$ cat src/rtl/bfd_pkg.sv
package bfd_pkg;

  localparam int DIGIT_W = 4;
  localparam int BCD_W   = 5;
  localparam int CNT_IN_W = 7;

  localparam logic [DIGIT_W-1:0] DIGIT_ONE  = 4'd1;
  localparam logic [DIGIT_W-1:0] DIGIT_FIVE = 4'd5;
  localparam logic [BCD_W-1:0]   BCD_NINE   = 5'd9;
  localparam logic [BCD_W-1:0]   BCD_TEN    = 5'd10;

  typedef enum logic [1:0] {
    ST_IDLE,
    ST_RUN,
    ST_EMIT
  } bfd_state_e;

  // Commands from the controller to the datapath.
  typedef struct packed {
    logic load;   // capture a new transaction, restart the digit stores
    logic step;   // one add-and-halve pass for the current mantissa bit
    logic next;   // advance to the next output digit
  } bfd_cmd_t;

  // Status from the datapath to the controller.
  typedef struct packed {
    logic step_last;  // current pass handles mantissa bit 0
    logic emit_last;  // current output digit is the final one
  } bfd_status_t;

endpackage

$ cat src/rtl/bfd_datapath.sv
module bfd_datapath import bfd_pkg::*; #(
  parameter int MANT_WIDTH      = 64,
  parameter int FRACTION_DIGITS = 63
) (
  input  logic                   clk_i,
  input  bfd_cmd_t               cmd_i,
  output bfd_status_t            status_o,
  input  logic [MANT_WIDTH-1:0]  mantissa_i,
  input  logic [CNT_IN_W-1:0]    bit_count_i,
  output logic [DIGIT_W-1:0]     digit_o,
  output logic                   is_integer_digit_o,
  output logic                   last_o
);

  localparam int NDIG = FRACTION_DIGITS + 1;
  localparam int NMAX = (MANT_WIDTH < NDIG) ? MANT_WIDTH : NDIG;
  localparam int KW   = $clog2(NDIG);
  localparam int SW   = $clog2(MANT_WIDTH);
  localparam int LV   = $clog2(NDIG);

  logic [DIGIT_W-1:0]    sum_q [NDIG];
  logic [DIGIT_W-1:0]    sum_d [NDIG];
  logic [DIGIT_W-1:0]    pow_q [NDIG];
  logic [DIGIT_W-1:0]    pow_d [NDIG];
  logic [MANT_WIDTH-1:0] mant_q;
  logic [KW-1:0]         cnt_q;
  logic [KW-1:0]         nm1_q;
  logic [KW-1:0]         k_q;

  logic [KW-1:0]         nm1;
  logic [SW-1:0]         shamt;

  // Generate / propagate per level, indexed by significance (0 = least).
  logic                  gen_l [LV+1][NDIG];
  logic                  prp_l [LV+1][NDIG];
  logic [BCD_W-1:0]      pair  [NDIG];
  logic [BCD_W-1:0]      tot   [NDIG];
  logic                  cin   [NDIG];

  // Clamp the bit count to 1..NMAX and left-align the used mantissa bits.
  always_comb begin
    if (bit_count_i == '0) begin
      nm1 = '0;
    end else if (bit_count_i > CNT_IN_W'(NMAX)) begin
      nm1 = KW'(NMAX - 1);
    end else begin
      nm1 = KW'(bit_count_i - CNT_IN_W'(1));
    end
    shamt = SW'(MANT_WIDTH - 1) - SW'(nm1);
  end

  // Decimal add with parallel-prefix carry, then digit-wise halving.
  always_comb begin
    for (int j = 0; j < NDIG; j++) begin
      pair[j] = BCD_W'(sum_q[NDIG-1-j]) + BCD_W'(pow_q[NDIG-1-j]);
      gen_l[0][j] = pair[j] > BCD_NINE;
      prp_l[0][j] = pair[j] == BCD_NINE;
    end
    for (int l = 0; l < LV; l++) begin
      for (int j = 0; j < NDIG; j++) begin
        if (j >= (1 << l)) begin
          gen_l[l+1][j] = gen_l[l][j] | (prp_l[l][j] & gen_l[l][j-(1<<l)]);
          prp_l[l+1][j] = prp_l[l][j] & prp_l[l][j-(1<<l)];
        end else begin
          gen_l[l+1][j] = gen_l[l][j];
          prp_l[l+1][j] = prp_l[l][j];
        end
      end
    end
    for (int j = 0; j < NDIG; j++) begin
      cin[j] = (j == 0) ? 1'b0 : gen_l[LV][j-1];
      tot[j] = pair[j] + BCD_W'(cin[j]);
    end
    for (int k = 0; k < NDIG; k++) begin
      if (mant_q[MANT_WIDTH-1]) begin
        sum_d[k] = (tot[NDIG-1-k] > BCD_NINE) ? DIGIT_W'(tot[NDIG-1-k] - BCD_TEN)
                                               : DIGIT_W'(tot[NDIG-1-k]);
      end else begin
        sum_d[k] = sum_q[k];
      end
      pow_d[k] = (pow_q[k] >> 1) +
                 (((k > 0) && pow_q[(k > 0) ? k-1 : 0][0]) ? DIGIT_FIVE : '0);
    end
  end

  always_ff @(posedge clk_i) begin
    if (cmd_i.load) begin
      for (int k = 0; k < NDIG; k++) begin
        sum_q[k] <= '0;
        pow_q[k] <= (k == 0) ? DIGIT_ONE : '0;
      end
      mant_q <= mantissa_i << shamt;
      cnt_q  <= nm1;
      nm1_q  <= nm1;
      k_q    <= '0;
    end else if (cmd_i.step) begin
      sum_q  <= sum_d;
      // Skip the halving after bit 0: the power is not used again.
      if (cnt_q != '0) begin
        pow_q <= pow_d;
      end
      mant_q <= mant_q << 1;
      cnt_q  <= cnt_q - KW'(1);
    end else if (cmd_i.next) begin
      k_q <= k_q + KW'(1);
    end
  end

  assign status_o.step_last  = (cnt_q == '0);
  assign status_o.emit_last  = (k_q == nm1_q);
  assign digit_o             = sum_q[k_q];
  assign is_integer_digit_o  = (k_q == '0);
  assign last_o              = (k_q == nm1_q);

endmodule

$ cat src/rtl/bfd_ctrl.sv
module bfd_ctrl import bfd_pkg::*; (
  input  logic        clk_i,
  input  logic        rst_ni,
  input  logic        in_valid_i,
  output logic        in_ready_o,
  output logic        out_valid_o,
  input  logic        out_ready_i,
  output bfd_cmd_t    cmd_o,
  input  bfd_status_t status_i
);

  bfd_state_e state_q, state_d;

  always_ff @(posedge clk_i or negedge rst_ni) begin
    if (!rst_ni) begin
      state_q <= ST_IDLE;
    end else begin
      state_q <= state_d;
    end
  end

  always_comb begin
    state_d     = state_q;
    cmd_o       = '0;
    in_ready_o  = 1'b0;
    out_valid_o = 1'b0;
    case (state_q)
      ST_IDLE: begin
        in_ready_o = 1'b1;
        if (in_valid_i) begin
          cmd_o.load = 1'b1;
          state_d    = ST_RUN;
        end
      end
      ST_RUN: begin
        cmd_o.step = 1'b1;
        if (status_i.step_last) begin
          state_d = ST_EMIT;
        end
      end
      ST_EMIT: begin
        out_valid_o = 1'b1;
        if (out_ready_i) begin
          cmd_o.next = 1'b1;
          if (status_i.emit_last) begin
            state_d = ST_IDLE;
          end
        end
      end
      default: begin
        state_d = ST_IDLE;
      end
    endcase
  end

endmodule

$ cat src/rtl/binary_fraction_to_decimal.sv
// Flow: after capture, n add-and-halve passes run over the digit registers,
// n = clamped bit count, then the n digits drain one per cycle while
// m_axis_tready_i is high. A new transaction is accepted only after the last
// digit of the previous one has been taken.
// Reset: rst_ni is asynchronous and active low; it returns the controller to
// idle, ready for a new transaction. Digit registers are reloaded per item.
module binary_fraction_to_decimal import bfd_pkg::*; #(
  parameter int MANT_WIDTH      = 64,
  parameter int FRACTION_DIGITS = 63
) (
  input  logic clk_i,
  input  logic rst_ni,

  // Input stream. tdata, low bit up: mantissa [MANT_WIDTH], bit_count [7], zero fill.
  input  logic                                       s_axis_tvalid_i,
  output logic                                       s_axis_tready_o,
  input  logic [((MANT_WIDTH+CNT_IN_W+7)/8)*8-1:0]   s_axis_tdata_i,

  // Output stream. tdata, low bit up: digit [4], zero fill.
  // tuser: is_integer_digit [1]. tlast: last digit of the run.
  output logic                                       m_axis_tvalid_o,
  input  logic                                       m_axis_tready_i,
  output logic [7:0]                                 m_axis_tdata_o,
  output logic                                       m_axis_tuser_o,
  output logic                                       m_axis_tlast_o
);

  bfd_cmd_t           cmd;
  bfd_status_t        status;
  logic [DIGIT_W-1:0] digit;

  // Sequence the transaction: capture, n passes, then drain digits.
  bfd_ctrl u_ctrl (
    .clk_i       (clk_i),
    .rst_ni      (rst_ni),
    .in_valid_i  (s_axis_tvalid_i),
    .in_ready_o  (s_axis_tready_o),
    .out_valid_o (m_axis_tvalid_o),
    .out_ready_i (m_axis_tready_i),
    .cmd_o       (cmd),
    .status_i    (status)
  );

  // Hold the decimal accumulator and power registers and the bit counters.
  bfd_datapath #(
    .MANT_WIDTH      (MANT_WIDTH),
    .FRACTION_DIGITS (FRACTION_DIGITS)
  ) u_datapath (
    .clk_i              (clk_i),
    .cmd_i              (cmd),
    .status_o           (status),
    .mantissa_i         (s_axis_tdata_i[MANT_WIDTH-1:0]),
    .bit_count_i        (s_axis_tdata_i[MANT_WIDTH+CNT_IN_W-1:MANT_WIDTH]),
    .digit_o            (digit),
    .is_integer_digit_o (m_axis_tuser_o),
    .last_o             (m_axis_tlast_o)
  );

  assign m_axis_tdata_o = {{(8-DIGIT_W){1'b0}}, digit};

endmodule
$ cat config.mk
export PLATFORM = sky130hd
export DESIGN_NAME = binary_fraction_to_decimal
export DESIGN_NICKNAME = d
export VERILOG_FILES = /design/src/rtl/bfd_pkg.sv /design/src/rtl/bfd_datapath.sv /design/src/rtl/bfd_ctrl.sv /design/src/rtl/binary_fraction_to_decimal.sv
export SDC_FILE = /design/constraint.sdc
export NUM_CORES = 2
export LEC_CHECK = 0
export BUFFER_PORTS_ARGS = -buffer_cell sky130_fd_sc_hd__buf_2
export CAP_MARGIN = 20
export CORE_ASPECT_RATIO = 0.8
export CORE_UTILIZATION = 30
export CTS_CLUSTER_DIAMETER = 150
export DETAILED_ROUTE_END_ITERATION = 6
export PLACE_DENSITY_LB_ADDON = 0.1
export SYNTH_ARGS = -nofsm -noshare
export SYNTH_HDL_FRONTEND = slang
export SYNTH_SLANG_ARGS = --single-unit
$ cat constraint.sdc
create_clock -name clk_i -period 8.31 [get_ports clk_i]
set_input_delay 0.831 -clock clk_i [delete_from_list [all_inputs] [get_ports clk_i]]
set_output_delay 0.831 -clock clk_i [all_outputs]
set_load 0.01 [all_outputs]
---- After elaboration in Yosys (flattened, before gate mapping) ----
Cells that the tools add are included.
word-level totals
  register bits ........................... 593
  word-level logic and storage cells ...... 1632
  bits of input ports ..................... 76
  output and inout bits ................... 12
cells by class
  reductions and logical operators ........ 10
  equality and inequality tests ........... 69
  muxes and demuxes ....................... 148
  $lt $le $gt $ge ......................... 128
  shifts and indexed selects .............. 1
  bitwise logic cells ..................... 885
  $add $sub $neg .......................... 258
operators with widths
  kind                                                 count
  > comparator 5 x 4 -> 1 bit, second input constant   126
  bitwise AND 1 bit                                    568
  adder 4 x 4 -> 5 bit                                 63
  adder 5 x 1 -> 5 bit                                 63
  bitwise OR 1 bit                                     315
  equality test 5 x 4 -> 1 bit, second input constant  62
  2-to-1 mux 4 bit                                     66
  subtractor 4 bit, second input constant              64
  adder 3 x 4 -> 4 bit                                 63
  2-to-1 mux 3 bit                                     63
  2-to-1 mux 64 bit                                    2
  left shift 64 x 6 -> 64 bit                          1
  binary-select mux 4 bit (select 6 bit)               1
  2-to-1 mux 6 bit                                     4
  logical NOT 6 bit                                    2
  subtractor 6 x 1 -> 6 bit, second input constant     2
  2-to-1 mux 2 bit                                     4
  inequality test 2 bit, second input constant         4
  >= comparator 7 bit, second input constant           1
  > comparator 7 bit, second input constant            1
  logical NOT 7 bit                                    1
  2-to-1 mux 1 bit                                     7
  NOT 6 -> 7 bit                                       1
  adder 6 x 1 -> 6 bit, second input constant          1
  other kinds (12)                                     14

---- Logic depth before layout (Yosys ltp) ----
  depth after elaboration ................. 16
  mapped depth ............................ 30

---- Cells and area by module ----
From an unflattened synthesis, not the netlist that was laid out.
second synthesis, totals
  cells, all modules ...................... 6156
  area total of the unflattened synthesis .. 51585.7 um2
by module, submodules not included
  module                      cells each  area an instance (um2)  instances
  bfd_datapath                6140        51448.1                 1
  bfd_ctrl                    11          103.8                   1
  binary_fraction_to_decimal  5           33.8                    1

---- Worst setup path before layout ----
No wires, ideal clock.
  path kind ............................... register -> register
  start point ............................. reg u_datapath.pow_q[8] (netlist name)
  end point ............................... reg u_datapath.sum_q[255] (netlist name)
  setup slack ............................. 2.457 ns
  required time ........................... 8.240 ns
  arrival ................................. 5.782 ns
  setup time .............................. 0.070 ns
  period minus slack after synthesis ...... 5.853 ns
  cell stages (with the launch flop) ...... 29
  buffers on the path ..................... 0
  path through ............................ dfxtp_1 > ha_1 > inv_1 > fa_1 > or3b_2 > o32ai_2 > inv_2 > a211o_1 > a22o_4 > a221oi_4 > nor3_1 > o21bai_2 > o22ai_2 > a221oi_2 > inv_2 > a211oi_1 > nor2_1 > fa_1 > ha_1 > xnor2_1 > ha_1 > nand2_1 > a21oi_1 > mux2_2 > a22oi_1 > nor2_1 > xor2_1 > or3_1 > a21oi_1
on the way
  word-level cells in the longest chain between the ends .. 16
RTL lines
  item                                                                                 line                 source
  from (decl)                                                                          bfd_datapath.sv:23   logic [DIGIT_W-1:0] pow_q [NDIG];
  from (signal, indexed assignment)                                                    bfd_datapath.sv:90   pow_q[k] <= (k == 0) ? DIGIT_ONE : '0;
  from (signal assigned)                                                               bfd_datapath.sv:100  pow_q <= pow_d;
  adder 4 x 4 -> 5 bit *                                                               bfd_datapath.sv:55   pair[j] = BCD_W'(sum_q[NDIG-1-j]) + BCD_W'(pow_q[NDIG-1-j]);
  parallel branches: the longest is 3 deep, another holds > comparator 5 x 4 -> 1 bit  n/a
  bitwise OR 1 bit *                                                                   bfd_datapath.sv:62   gen_l[l+1][j] = gen_l[l][j] | (prp_l[l][j] & gen_l[l][j-(1<<l)]);
  bitwise AND 1 bit *                                                                  bfd_datapath.sv:62
  bitwise OR 1 bit *                                                                   bfd_datapath.sv:62
  bitwise AND 1 bit *                                                                  bfd_datapath.sv:62
  bitwise OR 1 bit *                                                                   bfd_datapath.sv:62
  bitwise AND 1 bit *                                                                  bfd_datapath.sv:62
  bitwise OR 1 bit *                                                                   bfd_datapath.sv:62
  bitwise AND 1 bit *                                                                  bfd_datapath.sv:62
  bitwise OR 1 bit *                                                                   bfd_datapath.sv:62
  adder 5 x 1 -> 5 bit *                                                               bfd_datapath.sv:72   tot[j] = pair[j] + BCD_W'(cin[j]);
  subtractor 4 bit / > comparator 5 x 4 -> 1 bit (equally long branches)               bfd_datapath.sv:76   sum_d[k] = (tot[NDIG-1-k] > BCD_NINE) ? DIGIT_W'(tot[NDIG-1-k] - BCD_TEN)
  2-to-1 mux 4 bit *                                                                   bfd_datapath.sv:76
  to (signal assigned)                                                                 bfd_datapath.sv:97   sum_q <= sum_d;
  to (decl)                                                                            bfd_datapath.sv:21   logic [DIGIT_W-1:0] sum_q [NDIG];
Mark *: on every way between the ends.
A chain may end at the register's enable or synchronous reset.

---- Worst setup path after layout ----
  start point ............................. reg u_datapath.pow_q[32] (netlist name)
  end point ............................... reg u_datapath.sum_q[255] (netlist name)
on the way
  word-level cells in the longest chain between the ends .. 16
RTL lines
  item                                                                                 line
  adder 4 x 4 -> 5 bit *                                                               bfd_datapath.sv:55
  parallel branches: the longest is 7 deep, another holds > comparator 5 x 4 -> 1 bit  n/a
  bitwise OR 1 bit *                                                                   bfd_datapath.sv:62
  bitwise AND 1 bit *                                                                  bfd_datapath.sv:62
  bitwise OR 1 bit *                                                                   bfd_datapath.sv:62
  bitwise AND 1 bit *                                                                  bfd_datapath.sv:62
  bitwise OR 1 bit *                                                                   bfd_datapath.sv:62
  adder 5 x 1 -> 5 bit *                                                               bfd_datapath.sv:72
  subtractor 4 bit / > comparator 5 x 4 -> 1 bit (equally long branches)               bfd_datapath.sv:76
  2-to-1 mux 4 bit *                                                                   bfd_datapath.sv:76
Marked as above.

==> flow_summary_export.csv <==
group,metric,value,unit
yosys,synth_area_per_cell,8.30,sq um
detailed_routing,first_iter_violations,2633,
detailed_routing,dr.pass1.iters,7,
setup_path,arrival,8.08,ns
timing,finalSetupTns,0,ns
timing,slew_violations,0,
yosys,synth_enable_flop_cells,76,
floorplanning,die_w,466,um
setup_path,worstSetupEndpointType,"flop",
cells_and_area,fill_cells,17800,
cells_and_area,area_growth,10.3,%
floorplanning,core,170000,sq um
clock_tree,post_cts_buffers,0,
global_route,grt_pass1_wl,248000,um
setup_path,critPathMaxStageDelay,0.59,ns
floorplanning,initial_core_util,0.303,
setup_path,cpMostUsedCell,"ha_1",
placed_design,place.gp.congestion,0.823,
timing,timing.fmax,0.134,GHz
setup_path,reg2regPathDepth,28,
timing,rsz0062_at_grt,"no",
yosys,netlist-cell-type-count,104,
setup_path,worstPathRequired,8.93,ns
yosys,syn_area,51600,sq um
yosys,synthFlopType,"dfxtp_1",
setup_path,cp-start-kind,"flop",
global_route,grt_use_total,0.179,
detailed_routing,wl_per_cell,18.6,um
cells_and_area,fin_nets,6974,
detailed_routing,wl,158000,um
detailed_routing,num_vias,43600,
yosys,syn_inst,6214,
placed_design,placement.io_buffers,82,
timing,setup_viol,0,
timing,finalClockSkew,0.0267,ns
flow_run,drv_cap,0,
cells_and_area,multi_input_area,36800,sq um
clock_tree,clk_pin_slew,0.07,ns
timing,hold_viol_final,0,
clock_tree,clk_latency,0.70,ns
detailed_routing,route.antenna.remaining_nets,0,
global_route,antenna_found_initial,17,
global_route,grt_max_degree,153,
status,status,"complete, no violations",
yosys,synth_seq_area_share,0.245,
cells_and_area,drive_gt1_frac,0.0727,
clock_tree,cts_tree,"built",
detailed_routing,viasPerCell,5.13,
timing,post-route-min-period,7.46,ns
timing,worst_slack,0.849,ns
setup_path,crit_type,"reg -> reg",
detailed_routing,drc,0,
timing,period_share,0.898,
global_route,grt_pass1_vias,42000,
cells_and_area,fin_cells,8496,
setup_path,cp_slowest_cell,"a221oi_2",
clock_tree,cts.sinks,593,
timing,tightestPinTransition,1.06,ns
floorplanning,rows,135,
yosys,yosysWarningCount,0,
placed_design,post-place-ws,0.909,ns
cells_and_area,final-seq-area,12700,sq um
yosys,async_flop_share,0.00337,
global_route,overflow,0,
min_path,whs_path_depth,3,
placed_design,hpwlAfterDp,116000,um
yosys,ys_ff_latch,593,
clock_tree,htree_levels,3,
floorplanning,die_y,373,um
clock_tree,cts-buffers-inserted,79,
clock_tree,clockRootBuffer,"clkbuf_16",
placed_design,placed_cells,8340,
clock_tree,cts_buffer_depth,3,
setup_path,cp_max_fo,6,
floorplanning,die_area,174000,sq um
min_path,hold_path.class,"in -> reg",
floorplanning,io_pins,88,
timing,relSlewSlack,0.291,
[cells in the mapped netlist (14+ instances only)]
cell / instances / area [sq um]
ha_1: 672 / 8410
xnor2_1: 379 / 3320
a31o_2: 14 / 123
mux2i_1: 235 / 2350
buf_4: 14 / 105
dfxtp_1: 515 / 10300
o21bai_1: 22 / 165
nor2b_1: 77 / 482
mux2_2: 34 / 383
xor2_1: 107 / 937
a31oi_1: 31 / 194
nor3b_1: 18 / 135
a32oi_1: 35 / 307
and2_1: 20 / 125
nand2b_1: 64 / 400
a21oi_1: 568 / 2840
inv_1: 316 / 1190
nand3_1: 143 / 716
fa_1: 64 / 1280
a22o_1: 16 / 140
nand4_1: 35 / 219
nand2_1: 1046 / 3930
buf_1: 31 / 116
and3_1: 38 / 238
clkbuf_1: 202 / 758
a211oi_1: 91 / 683
a311oi_1: 68 / 596
or2_2: 19 / 119
or3_1: 31 / 194
edfxtp_1: 76 / 2280
o211ai_1: 21 / 158
a21o_1: 87 / 653
nor3_1: 138 / 691
o21ai_0: 214 / 1070
a21boi_0: 16 / 120
nor2_1: 398 / 1490
mux4_2: 86 / 1940
[cell families (layout without fill, tap and decap cells)]
| group | count (synthesis) | in the layout | share of synthesized area |
|---|---|---|---|
| xor+xnor | 486 | 486 | 0.0825 |
| other cells | 1 | 11 | 0.0000727 |
| mux | 355 | 355 | 0.0906 |
| simple gates | 2099 | 2099 | 0.181 |
| fa+ha+maj | 737 | 737 | 0.188 |
| compound gates | 1364 | 1364 | 0.169 |
| buf+inv | 579 | 591 | 0.0437 |
| flops | 593 | 593 | 0.245 |
[cells in the final DEF, fill, tap and decap left out, types with 82 or more instances in the layout]
master	netlist	final
mux2i_1	235	235
nor2_1	398	397
ha_1	672	672
dfxtp_1	515	512
xnor2_1	379	379
nor3_1	138	138
nand2_1	1046	1043
clkbuf_16	0	84
a211oi_1	91	91
mux4_2	86	86
a21oi_1	568	566
nand3_1	143	143
o21ai_0	214	212
xor2_1	107	107
buf_2	8	82
a21o_1	87	87
inv_1	316	315
[critical path, delay by kind of cell, from the launching register on]
family	cells	cell delay (ns)
AO/OA/AOI/OAI	9	2.70
XOR/XNOR	3	0.79
adder cells (fa/ha/maj)	5	1.55
buffers and inverters	2	0.18
flip-flops	1	0.42
multiplexers	1	0.27
AND/OR/NAND/NOR	8	1.44
[metal layers]
layer | global-route usage | wire length, um
met5 | 0 | 57
met4 | 0.0377 | 3090
met3 | 0.0282 | 6480
met2 | 0.259 | 63300
met1 | 0.275 | 85200
[path summary, 6_finish.rpt]
kind	to	startpoint	slack, ns
worst min register to register	u_datapath.pow_q[0]	u_datapath.pow_q[0]	0.47
max in group asynchronous	u_ctrl.state_q[1]	rst_ni	7.75
worst max register to register	u_datapath.sum_q[255]	u_datapath.pow_q[32]	0.85
worst min-delay path	u_ctrl.state_q[1]	m_axis_tready_i	0.45
worst max-delay path	u_datapath.sum_q[255]	u_datapath.pow_q[32]	0.85
min in group asynchronous	u_ctrl.state_q[0]	rst_ni	0.46
[sequential cells by signal, indices dropped and copies added (netlist names)]
signal             count
u_ctrl.state_q         2
u_datapath.k_q         6
u_datapath.sum_q     256
u_datapath.cnt_q       6
u_datapath.nm1_q       6
u_datapath.mant_q     64
u_datapath.pow_q     253
[metrics by stage]
step / hold WS, ns / instance area [sq um] / util
floorplan: 0.441 / 51600 / -
global placement: 0.458 / 54200 / 0.319
detailed placement: 0.463 / 54200 / 0.319
finish: 0.450 / 56900 / 0.334
CTS: 0.390 / 56900 / 0.334
global route: 0.420 / 56900 / 0.334
[cell type report]
cell class              count  area share
diodes                      7    0.000308
clock buffers             114      0.0410
clock inverters            34     0.00574
inverters                 322      0.0214
multi-input cells        5045       0.647
flip-flops and latches    593       0.222
well taps                2260      0.0497
repair buffers            121      0.0128
[timing repair]
action                                 4_1_cts  5_1_grt
setup endpoints to repair                    0        0
hold buffers                                 1        0
endpoints found under the hold margin        2        0
gates resized for setup                      0        0
Power is not shown: default switching activity piles up to over one toggle a cycle in this logic, so the estimate is an artifact.
